$ cat src/design/tocp_pkg.sv
// ----------------------------------------------------------------------------
// Offset table lookup: shared package
// Default sizes, field widths, item kinds, result codes and controller states.
// ----------------------------------------------------------------------------
package tocp_pkg;

   localparam int TABLE_DEPTH_DEF = 1024;
   localparam int MAX_FANOUT_DEF  = 64;
   localparam int ID_BITS_DEF     = 20;

   localparam int KIND_BITS   = 2;
   localparam int INDEX_BITS  = 10;
   localparam int NODE_BITS   = 20;
   localparam int STATUS_BITS = 3;
   localparam int COUNT_BITS  = 10;

   // Wide enough for any index into a table of the largest supported depth.
   localparam int WIDE_INDEX_BITS = 17;

   typedef enum logic [KIND_BITS-1:0] {
      KIND_LOAD     = 2'd0,
      KIND_CHILDREN = 2'd1,
      KIND_PARENT   = 2'd2,
      KIND_ROOTS    = 2'd3
   } kind_type;

   typedef enum logic [STATUS_BITS-1:0] {
      STATUS_OK    = 3'd0,
      STATUS_RANGE = 3'd1,
      STATUS_ROOT  = 3'd2,
      STATUS_EMPTY = 3'd3,
      STATUS_TRUNC = 3'd4
   } status_type;

   typedef enum logic [2:0] {
      ST_IDLE,
      ST_TOTAL,
      ST_BEGIN,
      ST_END,
      ST_EMIT,
      ST_SCAN,
      ST_CHECK
   } state_type;

endpackage

$ cat src/design/tocp_ctrl.sv
// ----------------------------------------------------------------------------
// Offset table lookup: sequencer
// Walks the table memory one read per cycle for each query and produces the
// registered result stream.
// ----------------------------------------------------------------------------
module tocp_ctrl #(
   parameter int TABLE_DEPTH = tocp_pkg::TABLE_DEPTH_DEF,
   parameter int MAX_FANOUT  = tocp_pkg::MAX_FANOUT_DEF,
   parameter int ID_BITS     = tocp_pkg::ID_BITS_DEF
) (
   input  logic                             clock,
   input  logic                             reset,
   input  logic                             start,
   output logic                             busy,
   input  logic [tocp_pkg::KIND_BITS-1:0]   req_kind,
   input  logic [tocp_pkg::INDEX_BITS-1:0]  req_entry_index,
   input  logic [tocp_pkg::NODE_BITS-1:0]   req_offset_value,
   input  logic [tocp_pkg::NODE_BITS-1:0]   req_node,
   input  logic [tocp_pkg::COUNT_BITS-1:0]  range_count,
   output logic                             mem_we,
   output logic [$clog2(TABLE_DEPTH)-1:0]   mem_addr,
   output logic [ID_BITS-1:0]               mem_wdata,
   input  logic [ID_BITS-1:0]               mem_rdata,
   output logic                             rsp_valid,
   output logic [tocp_pkg::NODE_BITS-1:0]   rsp_node_id,
   output logic [tocp_pkg::STATUS_BITS-1:0] rsp_status,
   output logic                             rsp_last
);

   localparam int AW = $clog2(TABLE_DEPTH);
   localparam int WB = (ID_BITS > tocp_pkg::NODE_BITS) ? ID_BITS : tocp_pkg::NODE_BITS;
   localparam int CW = $clog2(MAX_FANOUT + 1);
   localparam int XW = tocp_pkg::WIDE_INDEX_BITS;
   localparam logic [XW-1:0] RC_LIMIT   = XW'(TABLE_DEPTH - 1);
   localparam logic [XW-1:0] DEPTH_WIDE = XW'(TABLE_DEPTH);

   tocp_pkg::state_type  state_ff, state_in;
   tocp_pkg::kind_type   kind_ff, kind_in;
   logic [tocp_pkg::NODE_BITS-1:0] node_ff, node_in;
   logic [ID_BITS-1:0]   cur_ff, cur_in;
   logic [AW-1:0]        p_ff, p_in;
   logic [CW-1:0]        remain_ff, remain_in;
   logic                 trunc_ff, trunc_in;
   logic                 rsp_valid_ff, rsp_valid_in;
   logic [tocp_pkg::NODE_BITS-1:0] node_id_ff, node_id_in;
   tocp_pkg::status_type status_ff, status_in;
   logic                 last_ff, last_in;

   tocp_pkg::kind_type   req_kind_t;
   logic [XW-1:0]        rc_wide, eidx_wide;
   logic [AW-1:0]        rc, p_inc;
   logic [WB-1:0]        node_w, data_w, rc_w, cur_w, node_addr_w, len_w, oval_w;
   logic [ID_BITS-1:0]   run_begin, run_len, run_len_m1;
   logic                 run_trunc;

   assign req_kind_t = tocp_pkg::kind_type'(req_kind);

   // A range count beyond the table acts as the last table position.
   assign rc_wide   = XW'(range_count);
   assign rc        = (rc_wide > RC_LIMIT) ? RC_LIMIT[AW-1:0] : rc_wide[AW-1:0];
   assign eidx_wide = XW'(req_entry_index);
   assign p_inc     = p_ff + AW'(1);

   assign node_w      = WB'(node_ff);
   assign data_w      = WB'(mem_rdata);
   assign rc_w        = WB'(rc);
   assign cur_w       = WB'(cur_ff);
   assign node_addr_w = node_w + WB'(1);
   assign oval_w      = WB'(req_offset_value);

   // Run length: roots runs start at zero, children runs at the stored begin.
   assign run_begin  = (state_ff == tocp_pkg::ST_TOTAL) ? '0 : cur_ff;
   assign run_len    = mem_rdata - run_begin;
   assign run_len_m1 = run_len - ID_BITS'(1);
   assign len_w      = WB'(run_len);
   assign run_trunc  = len_w > WB'(MAX_FANOUT);

   // Next state.
   always_comb begin
      state_in = state_ff;
      unique case (state_ff)
         tocp_pkg::ST_IDLE: begin
            if (start && req_kind_t != tocp_pkg::KIND_LOAD) begin
               state_in = tocp_pkg::ST_TOTAL;
            end
         end
         tocp_pkg::ST_TOTAL: begin
            priority if (kind_ff == tocp_pkg::KIND_ROOTS) begin
               state_in = (mem_rdata == '0) ? tocp_pkg::ST_IDLE : tocp_pkg::ST_EMIT;
            end else if (node_w >= data_w) begin
               state_in = tocp_pkg::ST_IDLE;
            end else if (kind_ff == tocp_pkg::KIND_CHILDREN) begin
               state_in = (node_w >= rc_w) ? tocp_pkg::ST_IDLE : tocp_pkg::ST_BEGIN;
            end else begin
               state_in = (rc == '0) ? tocp_pkg::ST_IDLE : tocp_pkg::ST_SCAN;
            end
         end
         tocp_pkg::ST_BEGIN: begin
            state_in = tocp_pkg::ST_END;
         end
         tocp_pkg::ST_END: begin
            state_in = (mem_rdata <= cur_ff) ? tocp_pkg::ST_IDLE : tocp_pkg::ST_EMIT;
         end
         tocp_pkg::ST_EMIT: begin
            if (remain_ff == '0) begin
               state_in = tocp_pkg::ST_IDLE;
            end
         end
         tocp_pkg::ST_SCAN: begin
            priority if (data_w > node_w) begin
               state_in = tocp_pkg::ST_CHECK;
            end else if (p_inc == rc) begin
               state_in = tocp_pkg::ST_IDLE;
            end
         end
         tocp_pkg::ST_CHECK: begin
            state_in = tocp_pkg::ST_IDLE;
         end
         default: begin
            state_in = tocp_pkg::ST_IDLE;
         end
      endcase
   end

   // Memory accesses, working registers and the result register.
   always_comb begin
      kind_in      = kind_ff;
      node_in      = node_ff;
      cur_in       = cur_ff;
      p_in         = p_ff;
      remain_in    = remain_ff;
      trunc_in     = trunc_ff;
      rsp_valid_in = 1'b0;
      node_id_in   = node_id_ff;
      status_in    = status_ff;
      last_in      = last_ff;
      mem_we       = 1'b0;
      mem_addr     = rc;
      mem_wdata    = oval_w[ID_BITS-1:0];

      unique case (state_ff)
         tocp_pkg::ST_IDLE: begin
            if (start) begin
               kind_in = req_kind_t;
               node_in = req_node;
               priority if (req_kind_t == tocp_pkg::KIND_LOAD) begin
                  mem_we   = eidx_wide < DEPTH_WIDE;
                  mem_addr = eidx_wide[AW-1:0];
               end else if (req_kind_t == tocp_pkg::KIND_ROOTS) begin
                  mem_addr = '0;
               end else begin
                  mem_addr = rc;
               end
            end
         end
         tocp_pkg::ST_TOTAL: begin
            priority if (kind_ff == tocp_pkg::KIND_ROOTS) begin
               cur_in    = '0;
               trunc_in  = run_trunc;
               remain_in = run_trunc ? CW'(MAX_FANOUT - 1) : run_len_m1[CW-1:0];
               if (mem_rdata == '0) begin
                  rsp_valid_in = 1'b1;
                  node_id_in   = '0;
                  status_in    = tocp_pkg::STATUS_EMPTY;
                  last_in      = 1'b1;
               end
            end else if (node_w >= data_w) begin
               rsp_valid_in = 1'b1;
               node_id_in   = '0;
               status_in    = tocp_pkg::STATUS_RANGE;
               last_in      = 1'b1;
            end else if (kind_ff == tocp_pkg::KIND_CHILDREN) begin
               mem_addr = node_w[AW-1:0];
               if (node_w >= rc_w) begin
                  rsp_valid_in = 1'b1;
                  node_id_in   = '0;
                  status_in    = tocp_pkg::STATUS_EMPTY;
                  last_in      = 1'b1;
               end
            end else begin
               p_in     = '0;
               mem_addr = AW'(1);
               if (rc == '0) begin
                  rsp_valid_in = 1'b1;
                  node_id_in   = node_ff;
                  status_in    = tocp_pkg::STATUS_ROOT;
                  last_in      = 1'b1;
               end
            end
         end
         tocp_pkg::ST_BEGIN: begin
            cur_in   = mem_rdata;
            mem_addr = node_addr_w[AW-1:0];
         end
         tocp_pkg::ST_END: begin
            trunc_in  = run_trunc;
            remain_in = run_trunc ? CW'(MAX_FANOUT - 1) : run_len_m1[CW-1:0];
            if (mem_rdata <= cur_ff) begin
               rsp_valid_in = 1'b1;
               node_id_in   = '0;
               status_in    = tocp_pkg::STATUS_EMPTY;
               last_in      = 1'b1;
            end
         end
         tocp_pkg::ST_EMIT: begin
            rsp_valid_in = 1'b1;
            node_id_in   = cur_w[tocp_pkg::NODE_BITS-1:0];
            last_in      = remain_ff == '0;
            status_in    = (remain_ff == '0 && trunc_ff) ? tocp_pkg::STATUS_TRUNC
                                                         : tocp_pkg::STATUS_OK;
            cur_in       = cur_ff + ID_BITS'(1);
            remain_in    = remain_ff - CW'(1);
         end
         tocp_pkg::ST_SCAN: begin
            // The entry read here is the upper bound of range p.
            priority if (data_w > node_w) begin
               mem_addr = p_ff;
            end else if (p_inc == rc) begin
               rsp_valid_in = 1'b1;
               node_id_in   = node_ff;
               status_in    = tocp_pkg::STATUS_ROOT;
               last_in      = 1'b1;
            end else begin
               p_in     = p_inc;
               mem_addr = p_inc + AW'(1);
            end
         end
         tocp_pkg::ST_CHECK: begin
            rsp_valid_in = 1'b1;
            last_in      = 1'b1;
            if (data_w <= node_w) begin
               node_id_in = tocp_pkg::NODE_BITS'(p_ff);
               status_in  = tocp_pkg::STATUS_OK;
            end else begin
               node_id_in = node_ff;
               status_in  = tocp_pkg::STATUS_ROOT;
            end
         end
         default: begin
            rsp_valid_in = 1'b0;
         end
      endcase
   end

   always_ff @(posedge clock) begin
      if (reset) begin
         state_ff     <= tocp_pkg::ST_IDLE;
         rsp_valid_ff <= 1'b0;
      end else begin
         state_ff     <= state_in;
         rsp_valid_ff <= rsp_valid_in;
      end
   end

   always_ff @(posedge clock) begin
      kind_ff    <= kind_in;
      node_ff    <= node_in;
      cur_ff     <= cur_in;
      p_ff       <= p_in;
      remain_ff  <= remain_in;
      trunc_ff   <= trunc_in;
      node_id_ff <= node_id_in;
      status_ff  <= status_in;
      last_ff    <= last_in;
   end

   assign busy        = state_ff != tocp_pkg::ST_IDLE;
   assign rsp_valid   = rsp_valid_ff;
   assign rsp_node_id = node_id_ff;
   assign rsp_status  = status_ff;
   assign rsp_last    = last_ff;

endmodule

$ cat config.mk
export PLATFORM = sky130hd
export DESIGN_NAME = tocp_ctrl
export DESIGN_NICKNAME = d
export VERILOG_FILES = /design/src/design/tocp_pkg.sv /design/src/design/tocp_ctrl.sv
export SDC_FILE = /design/constraint.sdc
export NUM_CORES = 1
export LEC_CHECK = 0
export ABC_CLOCK_PERIOD_IN_PS = 8650
export BUFFER_PORTS_ARGS = -buffer_cell sky130_fd_sc_hd__buf_2
export CAP_MARGIN = 20
export CORE_MARGIN = 3
export CORE_UTILIZATION = 63
export DETAILED_ROUTE_END_ITERATION = 10
export GPL_TIMING_DRIVEN = 1
export HOLD_SLACK_MARGIN = 0.1
export PLACE_DENSITY = 0.88
export SLEW_MARGIN = 10
export SYNTH_ARGS = -nofsm -noshare
export SYNTH_HDL_FRONTEND = slang
export SYNTH_SLANG_ARGS = --single-unit
$ cat constraint.sdc
create_clock -name clock -period 8.65 [get_ports clock]
set_input_delay 1.73 -clock clock [delete_from_list [all_inputs] [get_ports clock]]
set_output_delay 1.73 -clock clock [all_outputs]
set_load 0.02 [all_outputs]
==> results of run 1 <==
state kept, by name, summed over array words and instances (netlist names):
| register | cells |
|---|---|
| cur_ff | 20 |
| kind_ff | 2 |
| node_ff | 20 |
| p_ff | 10 |
| remain_ff | 7 |
| rsp_last | 1 |
| rsp_node_id | 20 |
| rsp_status | 3 |
| rsp_valid | 1 |
| state_ff | 3 |
| trunc_ff | 1 |
placed cells by master (no fill, tap or decap), types with 4 or more instances in the layout:
cell       synthesis  final
a211oi_1          11     11
xor2_1            13     13
o221ai_1          10     10
ha_1              77     77
and3_1            14     14
nand4_1           24     24
buf_2             10    101
a22o_1             6      6
buf_4             21      8
and2_1             5      5
xnor2_1           46     46
edfxtp_1          84     84
a21oi_1           77     77
a311o_1            4      4
nor2b_1           11     11
nor3_1            26     24
nand2_1          131    131
a31oi_1            7      7
mux2i_1            6      6
nor3_2             2      4
o211ai_1           9      9
nor4_1            16     16
o31a_1             9      9
a221oi_1           5      5
dfxtp_1            4      4
clkbuf_16          0      9
a221o_1            4      4
a22oi_1            5      5
a21o_1            12     12
nand2b_1          10     10
nor2_1            71     71
or3_1              7      7
or2_2              4      4
o22ai_1           10     10
o21ai_0           74     74
inv_1             70     70
nand3_1           31     31
o21a_1             5      5
power by group:
part	switching [uW]	total, uW	internal (uW)
logic	435	689	255
clock network	169	373	204
registers	67.3	604	537
total	671	1670	996
layer usage:
metal | global-route usage [%] | share of wire (%) | up-vias
met4 | 12.7 | 3.4 | 2
li1 | - | - | 3880
met3 | 10.1 | 14 | 93
met2 | 53.5 | 43 | 632
met1 | 50.0 | 39 | 3870
met5 | 0 | 0.049 | -
cell type report:
class,count,area (sq um),share of cell area [%]
inverter,71,267,2.87
multi-input combinational,803,5340,57.4
timing repair buffer,111,592,6.36
sequential,88,2600,28.0
clock buffer,11,243,2.61
clock inverter,5,40.0,0.431
tap,172,215,2.31
worst max path at each step:
stage / startpoint / endpoint / slack [ns]
floorplan: mem_rdata[11] / mem_addr[6] / 2.84
global placement: mem_rdata[15] / mem_addr[9] / 2.47
detailed placement: mem_rdata[15] / mem_addr[9] / 2.41
CTS: mem_rdata[18] / mem_addr[9] / 2.40
global route: mem_rdata[18] / mem_addr[9] / 2.11
finish: mem_rdata[11] / mem_addr[9] / 2.35
kinds of logic (layout without fill, tap and decap cells):
group | Yosys count | in the layout | synth area share [%]
and+or+nand+nor | 367 | 367 | 20.5
AOI/OAI and AO/OA | 286 | 286 | 22.0
buffers and inverters | 142 | 198 | 7.46
DFF | 88 | 88 | 30.4
adders and majority gates | 78 | 78 | 11.5
xor gates and xnor gates | 63 | 63 | 7.01
muxes | 9 | 9 | 1.14
critical path: stages:
cell and delay (ns):
buf_2 0.13, ha_1 0.33, a21oi_1 0.22, o21ai_0 0.15
o311a_1 0.38, o31a_1 0.31, buf_4 0.22, nor2_2 0.42
a311o_1 0.29, a211oi_1 0.06, nor2_1 0.15, buf_2 0.17
stage by stage:
stage | total power, uW | hold WS, ns | util (%) | instances
after CTS | 1650 | 0.572 | 71.4 | 1258
final | 1670 | 0.569 | 71.6 | 1261
after floorplan | 1080 | 0.520 | - | 1033
after global placement | 1260 | 0.528 | 69.2 | 1242
after detailed placement | 1270 | 0.542 | 69.2 | 1242
after global routing | 1750 | 0.604 | 71.6 | 1261
==> qor.yml, run 1 <==
timing:
  setup_ws_ns: 2.35
  max_freq_mhz: 159
  fin_crit_ns: 6.30
  hold_viol_final: 0
  timing.final.crit_share_pct: 72.8
  setup_tns_ns: 0
  setup_viol: 0
  slew_headroom_pct: 31.1
  worst_pin_slew_ns: 1.03
  maxSlewViolCount: 0
  fin_worst_skew_ns: 0.00530
  rsz0062_at_grt: "false"
critical_path:
  critPathLaunchType: "input pin"
  cp_data_required_time_ns: 6.92
  crit_path_end_kind: "output port"
  r2r_slack_ns: 3.45
  reg2regPathDepth: 13
  worstReg2RegEnd: "remain_ff[4]$_DFFE_PP_"
  setup.worst_path.class: "in2out"
  cp_max_fo: 27
  timing.rr.start: "state_ff[1]$_SDFFE_PP0P_"
  crit_arrival_ns: 4.57
finish:
  finalInstanceArea_sq_um: 9300
  layout.nets: 1247
  fill_cells: 1030
  drive_above_1_share_pct: 13.9
  n_antenna_cell: 0
  syn_to_final_growth_pct: 8.48
synthesis:
  synth_area_leaders: "edfxtp_1, ha_1, nand2_1"
  yosysTopAreaCellShare_pct: 29.4
  synth.cell_area_sq_um: 8570
  synthFlopType: "edfxtp_1"
  synth_seq_area_share_pct: 30.4
  synth-edff-count: 84
  ys_warn_count: 0
  synth-seq-cells: 88
  synth_cell_types: 79
  synth_common_cells: "nand2_1, edfxtp_1, a21oi_1, ha_1, o21ai_0"
  yosys.area.top_type: "edfxtp_1"
  synthArstFlopShare_pct: 0
  yosysMostFrequentCell: "nand2_1"
  syn_inst: 1033
  synth_fp_nets: 1196
  syn_avg_cell_area_sq_um: 8.30
global_route:
  antenna_found_initial: 1
  grt_pass1_wl_mm: 41.4
  grt.overflow.total: 0
  grt_use_total_pct: 35.9
  grt_pass1_vias: 7780
  grt_max_degree: 38
drt:
  route.detailed.drc: 0
  viasPerCell: 6.72
  ant_nets: 0
  wl_mm: 26.7
  drt_iter0_markers: 1222
  wl_per_cell_um: 21.2
  via_count: 8477
  drt-pass1-iter-count: 6
place:
  io_buffer_count: 101
  gp_congestion: 1.00
  place_area_sq_um: 8980
  post-dp-hpwl_mm: 20.3
  place_ws_ns: 2.41
clocking:
  clk_pin_slew_ns: 0.06
  cts-root-buf: "clkbuf_16"
  ctsHtreeMaxLevel: 3
  cts_hold_buf: 0
  clk_path_buf_depth: 2
  clock-sinks: 88
  cts_tree: "yes"
  cts_inserted_buffers: 9
  post_cts_resize_count: 0
  postCtsSetupRepairBufs: 0
  clkLatencyLatePin_ns: 0.35
floorplanning:
  num_rows: 41
  dieArea_sq_um: 15000
  die_h_um: 123
  die-width_um: 123
  boundaryPins: 142
  coreArea_sq_um: 13000
  start_util_pct: 66.0
pwr:
  power.leakage_uw: 0.00382
  ir_drop_v: 0.000189
  p_per_area_nw_per_um2: 179
min_path:
  hold_class: "reg2reg"
  worstHoldStart: "trunc_ff$_DFFE_PP_"
  hold_path_end: "rsp_status[2]$_DFFE_PP_"
  whs_path_depth: 1
run_status:
  status: "finished, final reports clean"
job:
  cap_violations: 0
No activity file was read; power rests on OpenSTA's default activity.
==> run 2: changes to the inputs <==
--- a/config.mk
+++ b/config.mk
@@ -5,15 +5,16 @@
 export SDC_FILE = /design/constraint.sdc
 export NUM_CORES = 1
 export LEC_CHECK = 0
-export ABC_CLOCK_PERIOD_IN_PS = 8650
+export ABC_AREA = 1
+export ABC_CLOCK_PERIOD_IN_PS = 5600
 export BUFFER_PORTS_ARGS = -buffer_cell sky130_fd_sc_hd__buf_2
 export CAP_MARGIN = 20
 export CORE_MARGIN = 3
-export CORE_UTILIZATION = 63
+export CORE_UTILIZATION = 53
 export DETAILED_ROUTE_END_ITERATION = 10
 export GPL_TIMING_DRIVEN = 1
 export HOLD_SLACK_MARGIN = 0.1
-export PLACE_DENSITY = 0.88
+export PLACE_DENSITY = 0.78
 export SLEW_MARGIN = 10
 export SYNTH_ARGS = -nofsm -noshare
 export SYNTH_HDL_FRONTEND = slang
==> constraint.sdc (replaced) <==
create_clock -name clock -period 5.6 [get_ports clock]
set_input_delay 1.12 -clock clock [delete_from_list [all_inputs] [get_ports clock]]
set_output_delay 1.12 -clock clock [all_outputs]
set_load 0.02 [all_outputs]
==> run 2 against run 1 <==
Against the previous run: worst hold slack improved by 0.028 ns; sequential power rose by 110%; global-route usage fell by 4.9 points; via count rose by 9.6%; clock power rose by 91%; final cell count rose by 26%; utilization fell by 11 points; worst setup slack got worse by 1.4 ns; clock-buffer cell count fell by 2; first-iteration DRC count fell by 27%; critical endpoint is now mem_addr[8]; highest routed layer unchanged.
==> qor.yml, run 2 <==
run_status:
  status: "finished, final reports clean"
place:
  io_buffer_count: 101  # unchanged
  post-dp-hpwl_mm: 22.6  # +11%
  dp.cells: 1567  # +26%
  place_ws_ns: 1.06  # -1.35 ns
  gp_congestion: 0.999  # -0.15%
synthesis:
  synth_seq_area_share_pct: 29.3  # -1.1 points
  synthFlopType: "edfxtp_1"
  synth_fa_ha_area_share_pct: 11.1  # -0.41 points
  synth_area_leaders: "edfxtp_1, nand2_1, ha_1"
  syn_inst: 1286  # +24%
  synth_top_family_by_area: "simple AND/OR/NAND/NOR gates"
  synth-edff-count: 84  # unchanged
  yosysMostFrequentCell: "nand2_1"
  synth_fp_nets: 1449  # +21%
  synth-simple-area-share_pct: 34.8  # +14 points
  synth-seq-cells: 88  # unchanged
  synth.cell_area_sq_um: 8890  # +3.7%
  synth_common_cells: "nand2_1, inv_1, nor2_1"
  synth_xor_area_share_pct: 1.28  # -5.7 points
  yosysTopAreaCellShare_pct: 28.4  # -1.1 points
  synth-compound-area-share_pct: 12.4  # -9.6 points
  synthArstFlopShare_pct: 0  # unchanged
  synth_cell_types: 56  # -29%
  ys_warn_count: 0  # unchanged
  syn_avg_cell_area_sq_um: 6.91  # -17%
  muxShareOfSynthArea_pct: 0  # -1.1 points
  yosys.area.top_type: "edfxtp_1"
global_route:
  grt.overflow.total: 0  # unchanged
  grt_pass1_vias: 8439  # +8.5%
  grtUsageMet1_pct: 43.8  # -6.2 points
  busiest_layer: "met2"
  grt_pass1_wl_mm: 44.5  # +7.3%
  antenna_found_initial: 1  # unchanged
  grt_use_total_pct: 30.9  # -4.9 points
  use_met2_pct: 48.1  # -5.3 points
  gr-usage-met3_pct: 5.57  # -4.6 points
  grt_max_degree: 38  # unchanged
critical_path:
  critPathTopFamily: "simple AND/OR/NAND/NOR gates"
  cp_max_fo: 37  # +37%
  crit_path_cell_trace: "buf_2, ha_1, nand2_1, nor2_1, nand2_1, nor2_2, nand2_1, nand3_2, nand2_4, inv_4, nand2_1, nor2_1, nor2_1, nand2_1, inv_1, a21oi_2, buf_2"
  crit_path_frequent_cell: "nand2_1"
  r2r_slack_ns: 1.96  # -1.49 ns
  critPathLaunchType: "input pin"
  cpMaxStageDelayCell: "ha_1"
  crit_path_end_kind: "output port"
  crit_path_max_incr_delay_ns: 0.30  # -0.12 ns
  crit_arrival_ns: 3.50  # -1.07 ns
  path_buf_inv: 4  # +1
  cp_data_required_time_ns: 4.48  # -2.44 ns
  setup.worst_path.class: "in2out"
  cp_num_cells: 17  # +5
  reg2regPathDepth: 19  # +6
timing:
  hold_viol_final: 0  # unchanged
  setup_ws_ns: 0.976  # -1.37 ns
  fin_worst_skew_ns: 0.0157  # +0.0104 ns
  slew_headroom_pct: 35.0  # +3.9 points
  rsz0062_at_grt: "false"
  setup_tns_ns: 0  # unchanged
  setup_viol: 0  # unchanged
  worst_pin_slew_ns: 0.974  # -0.0598 ns
  fin_crit_ns: 4.62
  max_freq_mhz: 216
  maxSlewViolCount: 0  # unchanged
  timing.final.crit_share_pct: 82.6
clocking:
  post_cts_resize_count: 0  # unchanged
  cts_tree: "yes"
  clk_pin_slew_ns: 0.07  # about the same
  cts_hold_buf: 0  # unchanged
  postCtsSetupRepairBufs: 0  # unchanged
  cts-root-buf: "clkbuf_16"
  clk_path_buf_depth: 2  # unchanged
  ctsHtreeMaxLevel: 3  # unchanged
  clkLatencyLatePin_ns: 0.36  # about the same
  clock-sinks: 88  # unchanged
  cts_inserted_buffers: 9  # unchanged
finish:
  mostFrequentLayoutCells: "nand2_1, inv_1, nor2_1"
  finalNonFillerCells: 1584  # +26%
  multi_input_area_sq_um: 5300  # -0.73%
  layout.nets: 1526  # +22%
  syn_to_final_growth_pct: 10.4
  n_antenna_cell: 0  # unchanged
  drive_above_1_share_pct: 14.1  # +0.24 points
  fill_cells: 1522  # +48%
  final_common_cell: "nand2_1"
  register_area_sq_um: 2600  # unchanged
floorplanning:
  boundaryPins: 142  # unchanged
  num_rows: 46  # +12%
  die-width_um: 136  # +11%
  die_h_um: 136  # +11%
  start_util_pct: 55.0  # -11 points
  dieArea_sq_um: 18400  # +22%
  coreArea_sq_um: 16200  # +25%
min_path:
  whs_path_depth: 2  # +1
  hold_class: "reg2reg"
drt:
  via_count: 9291  # +9.6%
  wl_per_cell_um: 18.0  # -15%
  viasPerCell: 5.87  # -13%
  ant_nets: 0  # unchanged
  drt-pass1-iter-count: 6  # unchanged
  drt_iter0_markers: 888  # -27%
  route.detailed.drc: 0  # unchanged
  wl_mm: 28.5  # +6.6%
pwr:
  ir_drop_v: 0.000277  # +47%
  p_per_area_nw_per_um2: 503  # +180%
  power.leakage_uw: 0.00472  # +24%
job:
  cap_violations: 0  # unchanged
run 2: cell types whose count changed after synthesis, moves of 12 or more:
cell,delta
and3_1,-13
xnor2_1,-42
nand2_1,+197
nor2_1,+54
a21oi_1,-12
nand3_1,+75
clkbuf_1,-21
o21ai_0,-18
nand4_1,+13
inv_1,+111
nand2_2,+18
run 2: final timing paths:
kind                             from                       to
min reg2reg        trunc_ff$_DFFE_PP_  rsp_status[2]$_DFFE_PP_
max reg2reg  state_ff[0]$_SDFFE_PP0P_   remain_ff[3]$_DFFE_PP_
min                trunc_ff$_DFFE_PP_  rsp_status[2]$_DFFE_PP_
max                     mem_rdata[19]              mem_addr[8]
run 2: routing by layer:
layer / part of all wire, % / vias to the layer above
li1: - / 4462
met1: 43 / 4224
met2: 44 / 531
met3: 9.8 / 72
met4: 2.9 / 2
met5: 0.025 / -
run 2: power breakdown:
part	switching [uW]	internal [uW]	total [uW]	leakage (uW)
sequential	200	1040	1240	0.000809
clock	273	441	714	0.000171
combinational	2080	909	2980	0.00374
run 2: worst register-to-register path: cells and delay by family (launching register included):
family,cells,cell delay [ns]
simple gates,11,1.79
flops,1,0.35
buf+inv,4,0.21
fa+ha+maj,3,0.88
compound gates,1,0.17
run 2: metrics by stage:
stage / hold slack [ns] / utilization [%] / cell area (sq um) / power [uW]
floorplan: 0.520 / - / 8890 / 3330
global placement: 0.597 / 58.5 / 9460 / 4100
detailed placement: 0.590 / 58.5 / 9460 / 4150
CTS: 0.610 / 60.7 / 9810 / 4880
global route: 0.636 / 60.7 / 9820 / 5320
finish: 0.597 / 60.7 / 9820 / 4940
run 2: cells by family (layout without fill, tap and decap cells):
kind of cell | count (synthesis) | after routing
compound gates | 185 | 185
xor+xnor | 13 | 13
fa+ha+maj | 78 | 78
buf+inv | 237 | 319
flops | 88 | 88
simple gates | 685 | 685
run 2: cell type report:
class	instances	share of cell area, %
multi-input combinational	961	54.0
sequential	88	26.5
inverter	195	7.48
timing repair buffer	108	5.68
tap	216	2.75
clock buffer	9	2.29
clock inverter	7	1.27
==> run 3: changes to the inputs <==
--- a/config.mk
+++ b/config.mk
@@ -5,8 +5,8 @@
 export SDC_FILE = /design/constraint.sdc
 export NUM_CORES = 1
 export LEC_CHECK = 0
-export ABC_AREA = 1
-export ABC_CLOCK_PERIOD_IN_PS = 5600
+export ABC_AREA = 0
+export ABC_CLOCK_PERIOD_IN_PS = 3700
 export BUFFER_PORTS_ARGS = -buffer_cell sky130_fd_sc_hd__buf_2
 export CAP_MARGIN = 20
 export CORE_MARGIN = 3
@@ -14,7 +14,7 @@
 export DETAILED_ROUTE_END_ITERATION = 10
 export GPL_TIMING_DRIVEN = 1
 export HOLD_SLACK_MARGIN = 0.1
-export PLACE_DENSITY = 0.78
+export PLACE_DENSITY = 0.79
 export SLEW_MARGIN = 10
 export SYNTH_ARGS = -nofsm -noshare
 export SYNTH_HDL_FRONTEND = slang
==> constraint.sdc (replaced) <==
create_clock -name clock -period 3.7 [get_ports clock]
set_input_delay 0.74 -clock clock [delete_from_list [all_inputs] [get_ports clock]]
set_output_delay 0.74 -clock clock [all_outputs]
set_load 0.02 [all_outputs]
==> run 3 against run 2 <==
Against the previous run: the run now ends with negative setup slack left; combinational power is 30% lower; via count is 1.1% higher; clock power is 41% higher; clock-buffer cell count stayed put; sequential power is 9% higher; wire length is 3.7% higher; sequential share of layout area is 2.8 points lower; global-route usage is 0.50 points higher; first-iteration DRC count is 46% higher; register-to-register slack worse by 1.8 ns; die area is 3.4% lower; clock skew is 0.0034 ns lower.
==> qor.yml, run 3 (synthesis gave the netlist of run 1 again) <==
timing:
  rsz0062_at_grt: "true"
  timing.final.crit_share_pct: 109
  hold_viol_final: 0  # unchanged
  max_freq_mhz: 249
  setup_ws_ns: -0.316  # -1.29 ns
  maxSlewViolCount: 0  # unchanged
  setup_viol: 10  # +10
  slew_headroom_pct: 45.5  # +11 points
  fin_crit_ns: 4.02
  worst_pin_slew_ns: 0.818  # -0.157 ns
  fin_worst_skew_ns: 0.0124  # -0.00337 ns
min_path:
  hold_path_end: "rsp_status[2]$_DFFE_PP_"
  whs_path_depth: 1  # -1
  hold_class: "reg2reg"
  worstHoldStart: "trunc_ff$_DFFE_PP_"
finish:
  mostFrequentLayoutCells: "buf_4, nand2_1, buf_2"
  syn_to_final_growth_pct: 28.0
  fill_cells: 1108  # -27%
  final_common_cell: "buf_4"
  register_area_sq_um: 2600  # unchanged
  n_antenna_cell: 0  # unchanged
  drive_above_1_share_pct: 28.8  # +15 points
  final_core_util_pct: 70.9  # +10 points
  multi_input_area_sq_um: 5690  # +7.3%
  layout.nets: 1395  # -8.6%
  finalInstanceArea_sq_um: 11000  # +12%
global_route:
  grt_max_degree: 38  # unchanged
  antenna_found_initial: 0  # -1
  grt_use_total_pct: 31.4  # +0.50 points
  grt.overflow.total: 0  # unchanged
  grt_pass1_wl_mm: 44.5  # about the same
  grt_pass1_vias: 8541  # +1.2%
critical_path:
  crit_path_max_incr_delay_ns: 0.39  # +0.09 ns
  worstReg2RegEnd: "remain_ff[4]$_DFFE_PP_"
  reg2regPathDepth: 14  # -5
  setup.worst_path.class: "in2out"
  cp_data_required_time_ns: 2.96  # -1.52 ns
  crit_path_cell_trace: "buf_2, ha_4, a21oi_1, o21ai_1, a221o_1, buf_4, o31ai_4, buf_6, buf_6, o211ai_1, a211o_1, a21oi_1, o22ai_1, buf_4"
  cpMaxStageDelayCell: "a221o_1"
  crit_path_end_kind: "output port"
  crit_arrival_ns: 3.28  # -0.22 ns
  timing.rr.start: "state_ff[2]$_SDFFE_PP0P_"
  critPathLaunchType: "input pin"
  r2r_slack_ns: 0.14  # -1.82 ns
  cp_max_fo: 5  # -86%
drt:
  viasPerCell: 6.49  # +11%
  wl_mm: 29.5  # +3.7%
  top_layer: "met4"
  via_count: 9395  # +1.1%
  drt_iter0_markers: 1296  # +46%
  wl_per_cell_um: 20.4  # +13%
  route.met3.wl_mm: 4.15  # +48%
  drt-pass1-iter-count: 7  # +1
  wl_met1_mm: 11.2  # -8.7%
  met2_wirelength_mm: 12.9  # +2.2%
  route.detailed.drc: 0  # unchanged
  ant_nets: 0  # unchanged
clocking:
  cts_tree: "yes"
  ctsHtreeMaxLevel: 3  # unchanged
  clock-sinks: 88  # unchanged
  clk_pin_slew_ns: 0.06  # about the same
  cts_inserted_buffers: 9  # unchanged
  cts-root-buf: "clkbuf_16"
  clk_path_buf_depth: 2  # unchanged
  clkLatencyLatePin_ns: 0.36  # about the same
  cts_hold_buf: 0  # unchanged
pwr:
  power.leakage_uw: 0.00464  # -1.6%
  switchingPower_uw: 1710  # -33%
  ir_drop_v: 0.000327  # +18%
  power_frac_clock_pct: 22.7  # +8.3 points
  seqPwrFrac_pct: 30.3  # +5.2 points
  p_comb_share_pct: 47.0  # -13 points
  p_per_area_nw_per_um2: 405  # -19%
  switching_share_pct: 38.5  # -13 points
  power_uw: 4450  # -9.9%
  internal_power_uw: 2740  # +14%
floorplanning:
  die_h_um: 133  # -1.7%
  num_rows: 45  # -2.2%
  start_util_pct: 55.4  # +0.38 points
  boundaryPins: 142  # unchanged
  die-width_um: 133  # -1.7%
  dieArea_sq_um: 17700  # -3.4%
  coreArea_sq_um: 15500  # -4.3%
job:
  cap_violations: 0  # unchanged
place:
  place_area_sq_um: 10000  # +5.7%
  gp_congestion: 1.02  # +2.3%
  io_buffer_count: 101  # unchanged
  post-dp-hpwl_mm: 21.9  # -3.2%
  place_ws_ns: -0.389  # -1.45 ns
run_status:
  status: "finished, violations left"
  violations: "negative setup slack"
## run 3: cell count changes in the layout (fill, tap and decap cells not counted), moves of 11 or more
cell	previous run	this run
nand4_1	37	24
nor2_1	124	68
nand3_1	106	31
o21ai_0	56	67
nand2_2	18	2
and3_1	1	13
buf_4	7	148
inv_1	181	64
nand2_1	328	128
buf_2	101	90
buf_6	0	18
xnor2_1	4	46
## run 3: repair_timing
action | in CTS | in global routing
gates cloned | 1 | 1
pin swaps | 40 | 21
endpoints found under the setup margin | 34 | 18
resized for setup | 71 | 33
setup buffers | 16 | 8
## run 3: cell type report
cell class                      count  share of cell area (%)
Multi-Input combinational cell    803                    51.8
Sequential cell                    88                    23.7
Timing Repair Buffer              259                    16.6
Inverter                           71                    2.43
Tap cell                          211                    2.41
Clock buffer                        9                    2.05
Clock inverter                      7                   0.935
## run 3: worst max path at each step
stage               slack [ns]                        to                  from
floorplan                -0.02               mem_addr[9]         mem_rdata[11]
global placement         -0.34               mem_addr[6]         mem_rdata[11]
finish                   -0.32               mem_addr[2]         mem_rdata[15]
detailed placement       -0.39  rsp_node_id[2]$_DFFE_PP_         mem_rdata[11]
global route             -0.37               mem_addr[2]         mem_rdata[13]
CTS                      -0.23               mem_addr[6]  node_ff[5]$_DFFE_PP_
## run 3: power groups by stage
stage	sequential (uW)	combinational, uW	clock, uW
after floorplan	1390	1150	0
after global placement	1360	1790	0
after detailed placement	1360	1830	0
after CTS	1350	1950	1020
after global routing	1360	2240	1050
final	1350	2090	1010
## run 3: stage by stage
stage / hold WS (ns) / std cells / TNS, ns
after floorplan: 0.520 / 1033 / -0.0392
after global placement: 0.535 / 1407 / -11.50
after detailed placement: 0.534 / 1407 / -13.85
after CTS: 0.544 / 1440 / -1.45
after global routing: 0.543 / 1448 / -2.96
final: 0.548 / 1448 / -2.38
## run 3: worst max-delay path, delay by kind of cell
kind,cells,cell delay (ns)
adders and majority gates,1,0.22
AOI/OAI and AO/OA,8,1.54
buffers and inverters,5,0.77
## run 3: routing by layer
metal | global-route usage, % | vias up
li1 | - | 4186
met1 | 42.8 | 4323
met2 | 48.0 | 758
met3 | 8.42 | 128
met4 | 12.0 | 0
met5 | 0 | -
